===== src/hw/rtl/gcnl_pkg.sv =====
// Package for the grid cell neighbor locator.
// Holds the shared constants, the register codes, the payload and queue structs
// and the state types. It depends on nothing.
package gcnl_pkg;

  localparam int unsigned MAX_CELLS_PER_AXIS = 256;
  localparam int unsigned CNT_W    = 9;   // width of a cell count register
  localparam int unsigned CS_W     = 31;  // width of a cell size register
  localparam int unsigned COORD_W  = $clog2(MAX_CELLS_PER_AXIS);
  localparam int unsigned PT_W     = 32;
  localparam int unsigned IDX_W    = 24;
  localparam int unsigned SLOT_W   = 4;
  localparam int unsigned EXT_W    = CNT_W + CS_W;      // extent product width (count times cell size)
  localparam int unsigned REM_W    = EXT_W + 2;         // signed work width
  localparam int unsigned CXY_W    = 2 * CNT_W;
  localparam int unsigned CFG_IDX_W = 3;
  localparam int unsigned CFG_DATA_W = CS_W;
  localparam int unsigned DIV_STEPS = CNT_W;            // quotient bits
  localparam int unsigned STEP_W   = $clog2(DIV_STEPS);
  localparam logic [SLOT_W-1:0] LAST_SLOT = SLOT_W'(8);

  typedef enum logic [CFG_IDX_W-1:0] {
    REG_CELL_SIZE_X    = 3'd0,
    REG_CELL_SIZE_Y    = 3'd1,
    REG_CELL_SIZE_Z    = 3'd2,
    REG_CELLS_ALONG_X  = 3'd3,
    REG_CELLS_ALONG_Y  = 3'd4,
    REG_CELLS_ALONG_Z  = 3'd5
  } cfg_reg_t;

  typedef struct packed {
    logic signed [PT_W-1:0] point_x;
    logic signed [PT_W-1:0] point_y;
    logic signed [PT_W-1:0] point_z;
  } in_item_t;

  typedef struct packed {
    logic              in_range;
    logic [IDX_W-1:0]  cell_index;
    logic [SLOT_W-1:0] neighbor_slot;
    logic [IDX_W-1:0]  neighbor_index;
    logic              neighbor_valid;
    logic              last_result;
  } out_item_t;

  // Configuration as seen by the front and back parts, with derived products.
  typedef struct packed {
    logic [2:0][CS_W-1:0]  cell_size;
    logic [2:0][CNT_W-1:0] cell_cnt;
    logic [2:0][EXT_W-1:0] extent;    // count times cell size per axis
    logic [CXY_W-1:0]      cnt_xy;    // cells in one z slice
  } cfg_t;

  // Classified point handed from the front part to the back part.
  typedef struct packed {
    logic               ok;
    logic [COORD_W-1:0] cx;
    logic [COORD_W-1:0] cy;
    logic [COORD_W-1:0] cz;
  } entry_t;

  typedef enum logic [1:0] {
    FE_IDLE,
    FE_DIV,
    FE_PUSH
  } fe_state_t;

  typedef enum logic [2:0] {
    BK_IDLE,
    BK_MUL,
    BK_SUM,
    BK_EMIT,
    BK_ERR
  } bk_state_t;

endpackage


===== src/hw/rtl/gcnl_stream_if.sv =====
// Valid/ready stream interface used by both channels of the locator.
// The payload type is a parameter; it depends on nothing else.
interface gcnl_stream_if #(parameter type payload_t = logic);
  logic     valid;
  logic     ready;
  payload_t data;

  modport source (output valid, output data, input ready);
  modport sink   (input valid, input data, output ready);
endinterface


===== src/hw/rtl/gcnl_front.sv =====
// Front part: accepts points, checks the box bounds and finds the cell
// coordinates with a restoring divider per axis, one quotient bit per cycle.
// Depends on gcnl_pkg.
module gcnl_front import gcnl_pkg::*; (
  input  logic                  clk,
  input  logic                  rst_n,
  input  cfg_t                  cfg,
  input  logic                  in_valid,
  output logic                  in_ready,
  input  in_item_t              in_data,
  output logic                  push,
  output entry_t                push_data,
  input  logic                  q_full
);

  fe_state_t                       state_r, state_nxt;
  logic [STEP_W-1:0]               step_r;
  logic [2:0]                      ok_r;
  logic [2:0][REM_W-1:0]           rem_r;
  logic [2:0][DIV_STEPS-1:0]       quo_r;
  logic                            accept;
  logic [2:0][PT_W-1:0]            pt;
  logic [2:0]                      ok_in;
  logic [2:0][REM_W-1:0]           off_in;
  logic [2:0][REM_W-1:0]           rem_step;
  logic [2:0]                      qbit;
  logic [2:0]                      fits;

  assign pt[0] = in_data.point_x;
  assign pt[1] = in_data.point_y;
  assign pt[2] = in_data.point_z;

  // Bounds test and offset into the box, per axis.
  always_comb begin
    logic signed [REM_W-1:0] p2;
    logic signed [REM_W-1:0] ws;
    for (int a = 0; a < 3; a++) begin
      p2 = {{(REM_W-PT_W-1){pt[a][PT_W-1]}}, pt[a], 1'b0};
      ws = {2'b00, cfg.extent[a]};
      ok_in[a]  = (p2 <= ws) && (p2 >= -ws) && (cfg.cell_size[a] != '0)
                  && (cfg.cell_cnt[a] != '0);
      off_in[a] = p2 + ws;
    end
  end

  // One restoring division step per axis: divisor is twice the cell size.
  always_comb begin
    logic [REM_W-1:0] shifted;
    logic [REM_W-1:0] trial;
    for (int a = 0; a < 3; a++) begin
      shifted = REM_W'({cfg.cell_size[a], 1'b0}) << (STEP_W'(DIV_STEPS - 1) - step_r);
      trial   = rem_r[a] - shifted;
      qbit[a] = !trial[REM_W-1];
      rem_step[a] = qbit[a] ? trial : rem_r[a];
      fits[a] = {quo_r[a]} < cfg.cell_cnt[a];
    end
  end

  // Next state.
  always_comb begin
    state_nxt = state_r;
    unique case (state_r)
      FE_IDLE: if (in_valid) state_nxt = FE_DIV;
      FE_DIV:  if (step_r == STEP_W'(DIV_STEPS - 1)) state_nxt = FE_PUSH;
      FE_PUSH: begin
        if (!q_full) state_nxt = in_valid ? FE_DIV : FE_IDLE;
      end
      default: state_nxt = FE_IDLE;
    endcase
  end

  // Outputs.
  always_comb begin
    in_ready = 1'b0;
    push     = 1'b0;
    unique case (state_r)
      FE_IDLE: in_ready = 1'b1;
      FE_DIV:  in_ready = 1'b0;
      FE_PUSH: begin
        push     = !q_full;
        in_ready = !q_full;
      end
      default: in_ready = 1'b0;
    endcase
  end

  assign accept = in_valid && in_ready;

  assign push_data.ok = (&ok_r) && (&fits);
  assign push_data.cx = quo_r[0][COORD_W-1:0];
  assign push_data.cy = quo_r[1][COORD_W-1:0];
  assign push_data.cz = quo_r[2][COORD_W-1:0];

  always_ff @(posedge clk) begin
    if (!rst_n) begin
      state_r <= FE_IDLE;
    end else begin
      state_r <= state_nxt;
    end
  end

  // Divider datapath.
  always_ff @(posedge clk) begin
    if (accept) begin
      step_r <= '0;
      ok_r   <= ok_in;
      rem_r  <= off_in;
      quo_r  <= '0;
    end else if (state_r == FE_DIV) begin
      step_r <= step_r + STEP_W'(1);
      rem_r  <= rem_step;
      for (int a = 0; a < 3; a++) begin
        quo_r[a] <= {quo_r[a][DIV_STEPS-2:0], qbit[a]};
      end
    end
  end

endmodule


===== src/hw/rtl/gcnl_queue.sv =====
// Two-entry queue between the front and back parts.
// Depends on gcnl_pkg for the entry type.
module gcnl_queue import gcnl_pkg::*; (
  input  logic   clk,
  input  logic   rst_n,
  input  logic   push,
  input  entry_t push_data,
  output logic   full,
  input  logic   pop,
  output entry_t pop_data,
  output logic   empty
);

  entry_t     mem_r [2];
  logic       wptr_r, rptr_r;
  logic [1:0] cnt_r;

  assign full     = cnt_r == 2'd2;
  assign empty    = cnt_r == 2'd0;
  assign pop_data = mem_r[rptr_r];

  // Storage write.
  always_ff @(posedge clk) begin
    if (push) begin
      mem_r[wptr_r] <= push_data;
    end
  end

  // Pointers and fill count.
  always_ff @(posedge clk) begin
    if (!rst_n) begin
      wptr_r <= 1'b0;
      rptr_r <= 1'b0;
      cnt_r  <= 2'd0;
    end else begin
      if (push) wptr_r <= !wptr_r;
      if (pop)  rptr_r <= !rptr_r;
      cnt_r <= cnt_r + 2'(push) - 2'(pop);
    end
  end

endmodule


===== src/hw/rtl/gcnl_back.sv =====
// Back part: turns a classified point into its own cell index and walks the
// nine neighbors of its y plane into an output register. Depends on gcnl_pkg.
module gcnl_back import gcnl_pkg::*; (
  input  logic      clk,
  input  logic      rst_n,
  input  cfg_t      cfg,
  input  logic      q_empty,
  input  entry_t    q_data,
  output logic      pop,
  output logic      out_valid,
  input  logic      out_ready,
  output out_item_t out_data
);

  bk_state_t          state_r, state_nxt;
  entry_t             ent_r;
  logic [IDX_W-1:0]   pz_r, py_r;
  logic [IDX_W-1:0]   own_r, nidx_r;
  logic [SLOT_W-1:0]  slot_r;
  logic [1:0]         dx_r, dz_r;
  logic               out_valid_r;
  out_item_t          out_r;
  logic               out_free;
  logic               load_nb;
  logic               load_err;
  logic [IDX_W-1:0]   own_sum;
  logic [COORD_W+1:0] nx, nz;
  logic               nb_valid;

  assign out_free  = !out_valid_r || out_ready;
  assign out_valid = out_valid_r;
  assign out_data  = out_r;

  assign own_sum = pz_r + py_r + IDX_W'(ent_r.cx);
  assign nx = (COORD_W+2)'(ent_r.cx) + (COORD_W+2)'(dx_r) - (COORD_W+2)'(1);
  assign nz = (COORD_W+2)'(ent_r.cz) + (COORD_W+2)'(dz_r) - (COORD_W+2)'(1);
  assign nb_valid = (nx < (COORD_W+2)'(cfg.cell_cnt[0]))
                 && (nz < (COORD_W+2)'(cfg.cell_cnt[2]));

  // Next state.
  always_comb begin
    state_nxt = state_r;
    unique case (state_r)
      BK_IDLE: if (!q_empty) state_nxt = q_data.ok ? BK_MUL : BK_ERR;
      BK_MUL:  state_nxt = BK_SUM;
      BK_SUM:  state_nxt = BK_EMIT;
      BK_EMIT: if (out_free && slot_r == LAST_SLOT) state_nxt = BK_IDLE;
      BK_ERR:  if (out_free) state_nxt = BK_IDLE;
      default: state_nxt = BK_IDLE;
    endcase
  end

  // Outputs of the sequencer.
  always_comb begin
    pop      = 1'b0;
    load_nb  = 1'b0;
    load_err = 1'b0;
    unique case (state_r)
      BK_IDLE: pop = !q_empty;
      BK_MUL:  pop = 1'b0;
      BK_SUM:  pop = 1'b0;
      BK_EMIT: load_nb = out_free;
      BK_ERR:  load_err = out_free;
      default: pop = 1'b0;
    endcase
  end

  always_ff @(posedge clk) begin
    if (!rst_n) begin
      state_r     <= BK_IDLE;
      out_valid_r <= 1'b0;
    end else begin
      state_r <= state_nxt;
      if (load_nb || load_err) out_valid_r <= 1'b1;
      else if (out_ready)      out_valid_r <= 1'b0;
    end
  end

  // Index arithmetic and neighbor walk.
  always_ff @(posedge clk) begin
    if (pop) ent_r <= q_data;
    if (state_r == BK_MUL) begin
      pz_r <= IDX_W'(ent_r.cz) * IDX_W'(cfg.cnt_xy);
      py_r <= IDX_W'(ent_r.cy) * IDX_W'(cfg.cell_cnt[0]);
    end
    if (state_r == BK_SUM) begin
      own_r  <= own_sum;
      nidx_r <= own_sum - IDX_W'(cfg.cnt_xy) - IDX_W'(1);
      slot_r <= '0;
      dx_r   <= '0;
      dz_r   <= '0;
    end
    if (load_nb) begin
      slot_r <= slot_r + SLOT_W'(1);
      if (dx_r == 2'd2) begin
        dx_r   <= '0;
        dz_r   <= dz_r + 2'd1;
        nidx_r <= nidx_r + IDX_W'(cfg.cnt_xy) - IDX_W'(2);
      end else begin
        dx_r   <= dx_r + 2'd1;
        nidx_r <= nidx_r + IDX_W'(1);
      end
    end
  end

  // Output register.
  always_ff @(posedge clk) begin
    if (load_nb) begin
      out_r.in_range       <= 1'b1;
      out_r.cell_index     <= own_r;
      out_r.neighbor_slot  <= slot_r;
      out_r.neighbor_index <= nb_valid ? nidx_r : '0;
      out_r.neighbor_valid <= nb_valid;
      out_r.last_result    <= slot_r == LAST_SLOT;
    end else if (load_err) begin
      out_r.in_range       <= 1'b0;
      out_r.cell_index     <= '0;
      out_r.neighbor_slot  <= '0;
      out_r.neighbor_index <= '0;
      out_r.neighbor_valid <= 1'b0;
      out_r.last_result    <= 1'b1;
    end
  end

endmodule


===== src/hw/rtl/grid_cell_neighbor_locator_unit.sv =====
// Grid cell neighbor locator: locates a Q16.16 point in an origin-centered
// uniform grid and lists the neighbor cells of its y plane.
//
// Channels: in_chan carries one point (x, y, z) per item; out_chan carries
// result items. A point inside the grid gives nine items, slots 0 to 8, the
// last one flagged by last_result; a point outside gives one item with
// in_range low. The cfg_ port writes the six grid registers; write it only
// while no point is in flight.
// Flow: the front part accepts a point, then runs nine divider steps, one
// quotient bit per cycle on all three axes, and takes no new point until it
// has pushed the last. The back part works through pop, multiply, sum and
// nine results per in-range point and is the slower part, which sets the
// sustained rate; for out-of-range points the front part sets the rate.
// A two-entry queue lets the front keep working while the receiver stalls;
// a stalled result holds in the output register until taken.
// Reset (synchronous, active low) empties the pipeline and restores cell
// sizes of 1.0 and counts of one.
// Depends on gcnl_pkg, gcnl_stream_if, gcnl_front, gcnl_queue and gcnl_back.
module grid_cell_neighbor_locator_unit import gcnl_pkg::*; (
  input  logic                  clk,
  input  logic                  rst_n,
  gcnl_stream_if.sink           in_chan,
  gcnl_stream_if.source         out_chan,
  input  logic                  cfg_we,
  input  logic [CFG_IDX_W-1:0]  cfg_index,
  input  logic [CFG_DATA_W-1:0] cfg_data
);

  logic [2:0][CS_W-1:0]  cs_r, cs_nxt;
  logic [2:0][CNT_W-1:0] cnt_r, cnt_nxt;
  logic [2:0][EXT_W-1:0] ext_r;
  logic [CXY_W-1:0]      cxy_r;
  logic [CNT_W-1:0]      cnt_clamped;
  cfg_t                  cfg;
  logic                  push, q_full, pop, q_empty;
  entry_t                push_data, pop_data;

  assign cnt_clamped = (cfg_data[CNT_W-1:0] > CNT_W'(MAX_CELLS_PER_AXIS))
                     ? CNT_W'(MAX_CELLS_PER_AXIS) : cfg_data[CNT_W-1:0];

  // Next values of the configuration registers.
  always_comb begin
    cs_nxt  = cs_r;
    cnt_nxt = cnt_r;
    if (!rst_n) begin
      cs_nxt  = {3{CS_W'(65536)}};
      cnt_nxt = {3{CNT_W'(1)}};
    end else if (cfg_we) begin
      unique case (cfg_index)
        REG_CELL_SIZE_X:   cs_nxt[0]  = cfg_data;
        REG_CELL_SIZE_Y:   cs_nxt[1]  = cfg_data;
        REG_CELL_SIZE_Z:   cs_nxt[2]  = cfg_data;
        REG_CELLS_ALONG_X: cnt_nxt[0] = cnt_clamped;
        REG_CELLS_ALONG_Y: cnt_nxt[1] = cnt_clamped;
        REG_CELLS_ALONG_Z: cnt_nxt[2] = cnt_clamped;
        default: ;
      endcase
    end
  end

  // Configuration registers.
  always_ff @(posedge clk) begin
    cs_r  <= cs_nxt;
    cnt_r <= cnt_nxt;
  end

  // Derived products are built from the next register values, so they change
  // at the same edge as the registers and the very next item sees both.
  always_ff @(posedge clk) begin
    for (int a = 0; a < 3; a++) begin
      ext_r[a] <= EXT_W'(cnt_nxt[a]) * EXT_W'(cs_nxt[a]);
    end
    cxy_r <= CXY_W'(cnt_nxt[0]) * CXY_W'(cnt_nxt[1]);
  end

  assign cfg.cell_size = cs_r;
  assign cfg.cell_cnt  = cnt_r;
  assign cfg.extent    = ext_r;
  assign cfg.cnt_xy    = cxy_r;

  gcnl_front u_front (
    .clk       (clk),
    .rst_n     (rst_n),
    .cfg       (cfg),
    .in_valid  (in_chan.valid),
    .in_ready  (in_chan.ready),
    .in_data   (in_chan.data),
    .push      (push),
    .push_data (push_data),
    .q_full    (q_full)
  );

  gcnl_queue u_queue (
    .clk       (clk),
    .rst_n     (rst_n),
    .push      (push),
    .push_data (push_data),
    .full      (q_full),
    .pop       (pop),
    .pop_data  (pop_data),
    .empty     (q_empty)
  );

  gcnl_back u_back (
    .clk       (clk),
    .rst_n     (rst_n),
    .cfg       (cfg),
    .q_empty   (q_empty),
    .q_data    (pop_data),
    .pop       (pop),
    .out_valid (out_chan.valid),
    .out_ready (out_chan.ready),
    .out_data  (out_chan.data)
  );

endmodule


===== src/flat_wrapper.sv =====
// flat-port wrapper written by rule: the top's interface ports become plain ports
module grid_cell_neighbor_locator_unit_flat import gcnl_pkg::*;
  (clk, rst_n, cfg_we, cfg_index, cfg_data, in_chan_valid, in_chan_data, in_chan_ready, out_chan_valid, out_chan_data, out_chan_ready);
  gcnl_stream_if #(.payload_t(in_item_t)) in_chan_i ();
  gcnl_stream_if #(.payload_t(out_item_t)) out_chan_i ();
  input  logic clk;
  input  logic rst_n;
  input  logic cfg_we;
  input  logic [CFG_IDX_W-1:0] cfg_index;
  input  logic [CFG_DATA_W-1:0] cfg_data;
  input wire logic [$bits(in_chan_i.valid)-1:0] in_chan_valid;
  input wire logic [$bits(in_chan_i.data)-1:0] in_chan_data;
  output wire logic [$bits(in_chan_i.ready)-1:0] in_chan_ready;
  output wire logic [$bits(out_chan_i.valid)-1:0] out_chan_valid;
  output wire logic [$bits(out_chan_i.data)-1:0] out_chan_data;
  input wire logic [$bits(out_chan_i.ready)-1:0] out_chan_ready;
  assign in_chan_i.valid = in_chan_valid;
  assign in_chan_i.data = in_chan_data;
  assign in_chan_ready = in_chan_i.ready;
  assign out_chan_valid = out_chan_i.valid;
  assign out_chan_data = out_chan_i.data;
  assign out_chan_i.ready = out_chan_ready;
  grid_cell_neighbor_locator_unit u_core (.clk(clk), .rst_n(rst_n), .in_chan(in_chan_i), .out_chan(out_chan_i), .cfg_we(cfg_we), .cfg_index(cfg_index), .cfg_data(cfg_data));
endmodule

===== config.mk =====
export PLATFORM = sky130hd
export DESIGN_NAME = grid_cell_neighbor_locator_unit_flat
export DESIGN_NICKNAME = d
export VERILOG_FILES = /design/src/hw/rtl/gcnl_pkg.sv /design/src/hw/rtl/gcnl_stream_if.sv /design/src/hw/rtl/gcnl_front.sv /design/src/hw/rtl/gcnl_queue.sv /design/src/hw/rtl/gcnl_back.sv /design/src/hw/rtl/grid_cell_neighbor_locator_unit.sv /design/src/flat_wrapper.sv
export SDC_FILE = /design/constraint.sdc
export NUM_CORES = 2
export LEC_CHECK = 0
export ABC_AREA = 1
export CAP_MARGIN = 15
export CORE_MARGIN = 2
export CORE_UTILIZATION = 60
export DETAILED_ROUTE_END_ITERATION = 10
export DONT_BUFFER_PORTS = 1
export PLACE_DENSITY = 0.86
export SKIP_CTS_REPAIR_TIMING = 1
export SYNTH_ARGS = -nofsm -noshare
export SYNTH_HDL_FRONTEND = slang
export SYNTH_HIERARCHICAL = 1
export SYNTH_SLANG_ARGS = --single-unit

===== constraint.sdc =====
create_clock -name clk -period 8.21 [get_ports clk]
set_input_delay 0.821 -clock clk [delete_from_list [all_inputs] [get_ports clk]]
set_output_delay 0.821 -clock clk [all_outputs]
set_load 0.02 [all_outputs]

==> metrics.csv <==
stage,metric,value,unit
critical_path,r2r_slack,1.99,ns
critical_path,worstPathRequired,8.79,ns
hold_path,min_from,rst_n,
run_status,run_status,finished with violations,
sta,drv_slew,0,
floorplan,start_util,60.4,%
global_routing,grt_pass1_wl,460,mm
critical_path,worst_r2r_path_depth,20,
logic_synthesis,postSynth.asyncResetShare,0,%
critical_path,critPathCaptureType,flop,
place,port_buffers,0,
power,pwr-share-seq,22.4,%
critical_path,cp_common_cell,nand2_1,
logic_synthesis,synth_ff_type,edfxtp_1,
routing,num_vias,91000,
critical_path,crit_type,reg -> reg,
sta,tightest_slew,1.22,ns
logic_synthesis,synth_top_area_cell,fa_1,
logic_synthesis,synth_edf_count,349,
sta,setup-violations-final,0,
critical_path,cp_slowest_stage_delay,0.91,ns
routing,drt_wl_total,294,mm
sta,holdWs,0.256,ns
power,cellPowerDensity,230,nW/µm²
power,power_leakage,51.6,nW
logic_synthesis,syn_avg_cell_area,6.95,µm²
flow_run,maxCapViolCount,0,
floorplan,die_h,403,µm
floorplan,io_pins,192,
cts,htree_levels,3,
cts,cts.sinks,652,
place,pre_cts_ws,1.57,ns
critical_path,crit-reg2reg-capture,u_core/cfg[45]$_DFF_P_,
hold_path,hold_class,in -> reg,
layout,utilization,63.1,%
critical_path,crit_chain,"o21ai_4, nor2_1, nand2_1, fa_1, fa_1, inv_1, fa_1, inv_1, fa_1, inv_1, ha_1, nand2_1, nor2_1, nand2_1, nand3_1, nand2_1, nand2_1, nand2_1, nand3_1, nand2_1",
layout,syn_to_final_growth,4.42,%
place,dp_hpwl,240,mm
logic_synthesis,ys_top_cells_by_area,"fa_1 17%, nand2_1 14%, ha_1 12%",
place,placed_area,97200,µm²
global_routing,grt_pass1_vias,86300,
floorplan,rows,146,
sta,setup_tns,0,ns
sta,rsz0062_at_grt,false,
cts,clk_latency,0.72,ns
global_routing,antenna_found_initial,27,
layout,final_cell_area,100000,µm²
routing,drtIter0Drc,10900,
place,gp_congestion,1.05,
sta,fin_crit_sh,75.7,%
layout,layout-drive-gt1-share,4.37,%
power,swShare,50.8,%
sta,skew,0.0375,ns
logic_synthesis,synth_most_common_cell,nand2_1,
critical_path,r2r-start,u_core/cfg[141]$_DFF_P_,
sta,max_freq,161,MHz
logic_synthesis,synth-seq-cells,652,
floorplan,die_x,403,µm
floorplan,die-area,163000,µm²
layout,seqCellArea,16500,µm²
routing,ant_nets,0,
power,p_int,11.3,mW
cts,path_clk_slew,0.06,ns
global_routing,grt_use_total,35.5,%
sta,fin_crit,6.22,ns
logic_synthesis,synth_fp_nets,15700,
power,combPwrFrac,61.4,%
sta,slew_headroom,17.8,%
run_status,violations,design-rule violations,
critical_path,startpoint_type,flop,
cts,cts_tree,done,
logic_synthesis,ys_types,71,
logic_synthesis,yosysWarningCount,6,
logic_synthesis,synth_seq_area_share,17.3,%
critical_path,cp_data_arrival_time,6.80,ns
layout,fillerInstances,13700,
floorplan,core,158000,µm²
logic_synthesis,synth_cells,13800,
logic_synthesis,yosysTopAreaCellShare,17.0,%
hold_path,holdPathEnd,u_core/u_queue/cnt_r[0]$_SDFF_PN0_,
sta,layout_setup_ws,1.99,ns
global_routing,grt-ovfl-total,0,
place,dp_cells,15600,
critical_path,slowest_stage,dfxtp_1,
layout,instances_no_fill,15700,
routing,wl_per_cell,18.7,µm
cts,cts_made_buffers,79,
power,power_frac_clock,16.1,%
cts,clockBufferDepth,3,
logic_synthesis,synthTopCellsByCount,"3470 x nand2_1, 2454 x inv_1, 1705 x nor2_1, 934 x ha_1, 815 x fa_1",
routing,drc,1,
routing,firstDrtPassIters,11,
hold_path,hold_depth,2,
power,peakVddDrop,295,µV
logic_synthesis,syn_area,95700,µm²
layout,final_nets,15500,
power,p_sw,11.7,mW
power,finalPower,23.0,mW
layout,multiInputGateArea,68000,µm²
global_routing,grt_max_degree,104,
cts,root_buffer,clkbuf_16,
sta,final-hold-violation-count,0,
critical_path,crit_fanout,31,
routing,viasPerCell,5.78,
sequential cells by signal, summed over array words and instances, names as in the netlist, 24 cells and up, named ones only:
signal                    count
u_core/u_back/ent_r          24
u_core/cfg                  240
u_core/u_front/rem_r        123
u_core/u_back/nidx_r         24
u_core/u_back/pz_r           24
u_core/u_back/own_r          24
u_core/u_queue/mem_r         50
u_core/u_front/push_data     24
u_core/u_back/out_data       55
layout make-up:
type,instances,area share [%]
diodes,19,0.0476
clock buffers,106,2.21
clock inverters,42,0.477
inverters,2576,9.69
multi-input cells,10200,68.0
flip-flops and latches,652,16.6
well taps,2072,2.59
repair buffers,54,0.438
layout by cell type, fill, tap and decap left out, drive strengths merged, types with 35 or more instances in the layout:
cell	netlist	layout
mux2i	39	39
fa	815	815
nor2	1755	1755
xnor2	48	48
nand3b	35	35
o21bai	62	62
o21ai	730	730
dfxtp	303	303
ha	934	934
nor4	57	57
nand4	126	126
nand3	619	619
a21oi	775	775
nor3	238	238
nand2	3493	3493
clkbuf	109	106
buf	223	54
edfxtp	349	349
o21a	62	62
inv	2574	2590
xor2	239	239
layer usage:
| layer | track usage [%] | wire length (µm) | part of all wire, % | vias up |
|---|---|---|---|---|
| li1 | - | - | - | 42800 |
| met1 | 45.5 | 113000 | 38 | 41800 |
| met2 | 55.2 | 128000 | 43 | 5324 |
| met3 | 9.01 | 35200 | 12 | 1093 |
| met4 | 19.1 | 18500 | 6.3 | 16 |
| met5 | 0 | 115 | 0.039 | - |
cell families after synthesis:
| family | share of synthesized area, % |
|---|---|
| and+or+nand+nor | 28.4 |
| buffers and inverters | 11.8 |
| adders and majority gates | 29.3 |
| AOI/OAI and AO/OA | 9.84 |
| DFF | 17.3 |
| xor gates and xnor gates | 2.63 |
| muxes | 0.780 |
critical path, delay by kind of cell, from the launching register on:
kind | cells | cell delay (ns)
fa+ha+maj | 5 | 2.46
flops | 1 | 0.91
simple gates | 11 | 2.10
compound gates | 1 | 0.47
buf+inv | 3 | 0.17
worst max path at each step:
stage	start	endpoint	slack, ns	cells after the start
2_1_floorplan	rst_n	u_core/cfg[57]$_DFF_P_	2.88	27
3_3_place_gp	cfg_we	u_core/cfg[45]$_DFF_P_	1.75	24
3_5_place_dp	cfg_index[1]	u_core/cxy_r[16]$_DFF_P_	1.57	18
4_1_cts	u_core/cfg[141]$_DFF_P_	u_core/cfg[45]$_DFF_P_	2.16	20
5_1_grt	u_core/u_front/step_r[0]$_SDFFE_PP0P_	u_core/u_front/rem_r[79]$_DFFE_PP_	1.68	15
6_report	u_core/cfg[141]$_DFF_P_	u_core/cfg[45]$_DFF_P_	1.99	20
power by group through the flow:
stage / sequential, mW / clock [mW] / combinational (mW)
3_3_place_gp: 5.19 / 0 / 13.4
6_report: 5.16 / 3.72 / 14.1
4_1_cts: 5.14 / 3.74 / 13.8
5_1_grt: 5.21 / 3.87 / 15.7
3_5_place_dp: 5.20 / 0 / 13.6
2_1_floorplan: 4.94 / 0 / 10.4
Power figures use the tool's default switching activity.
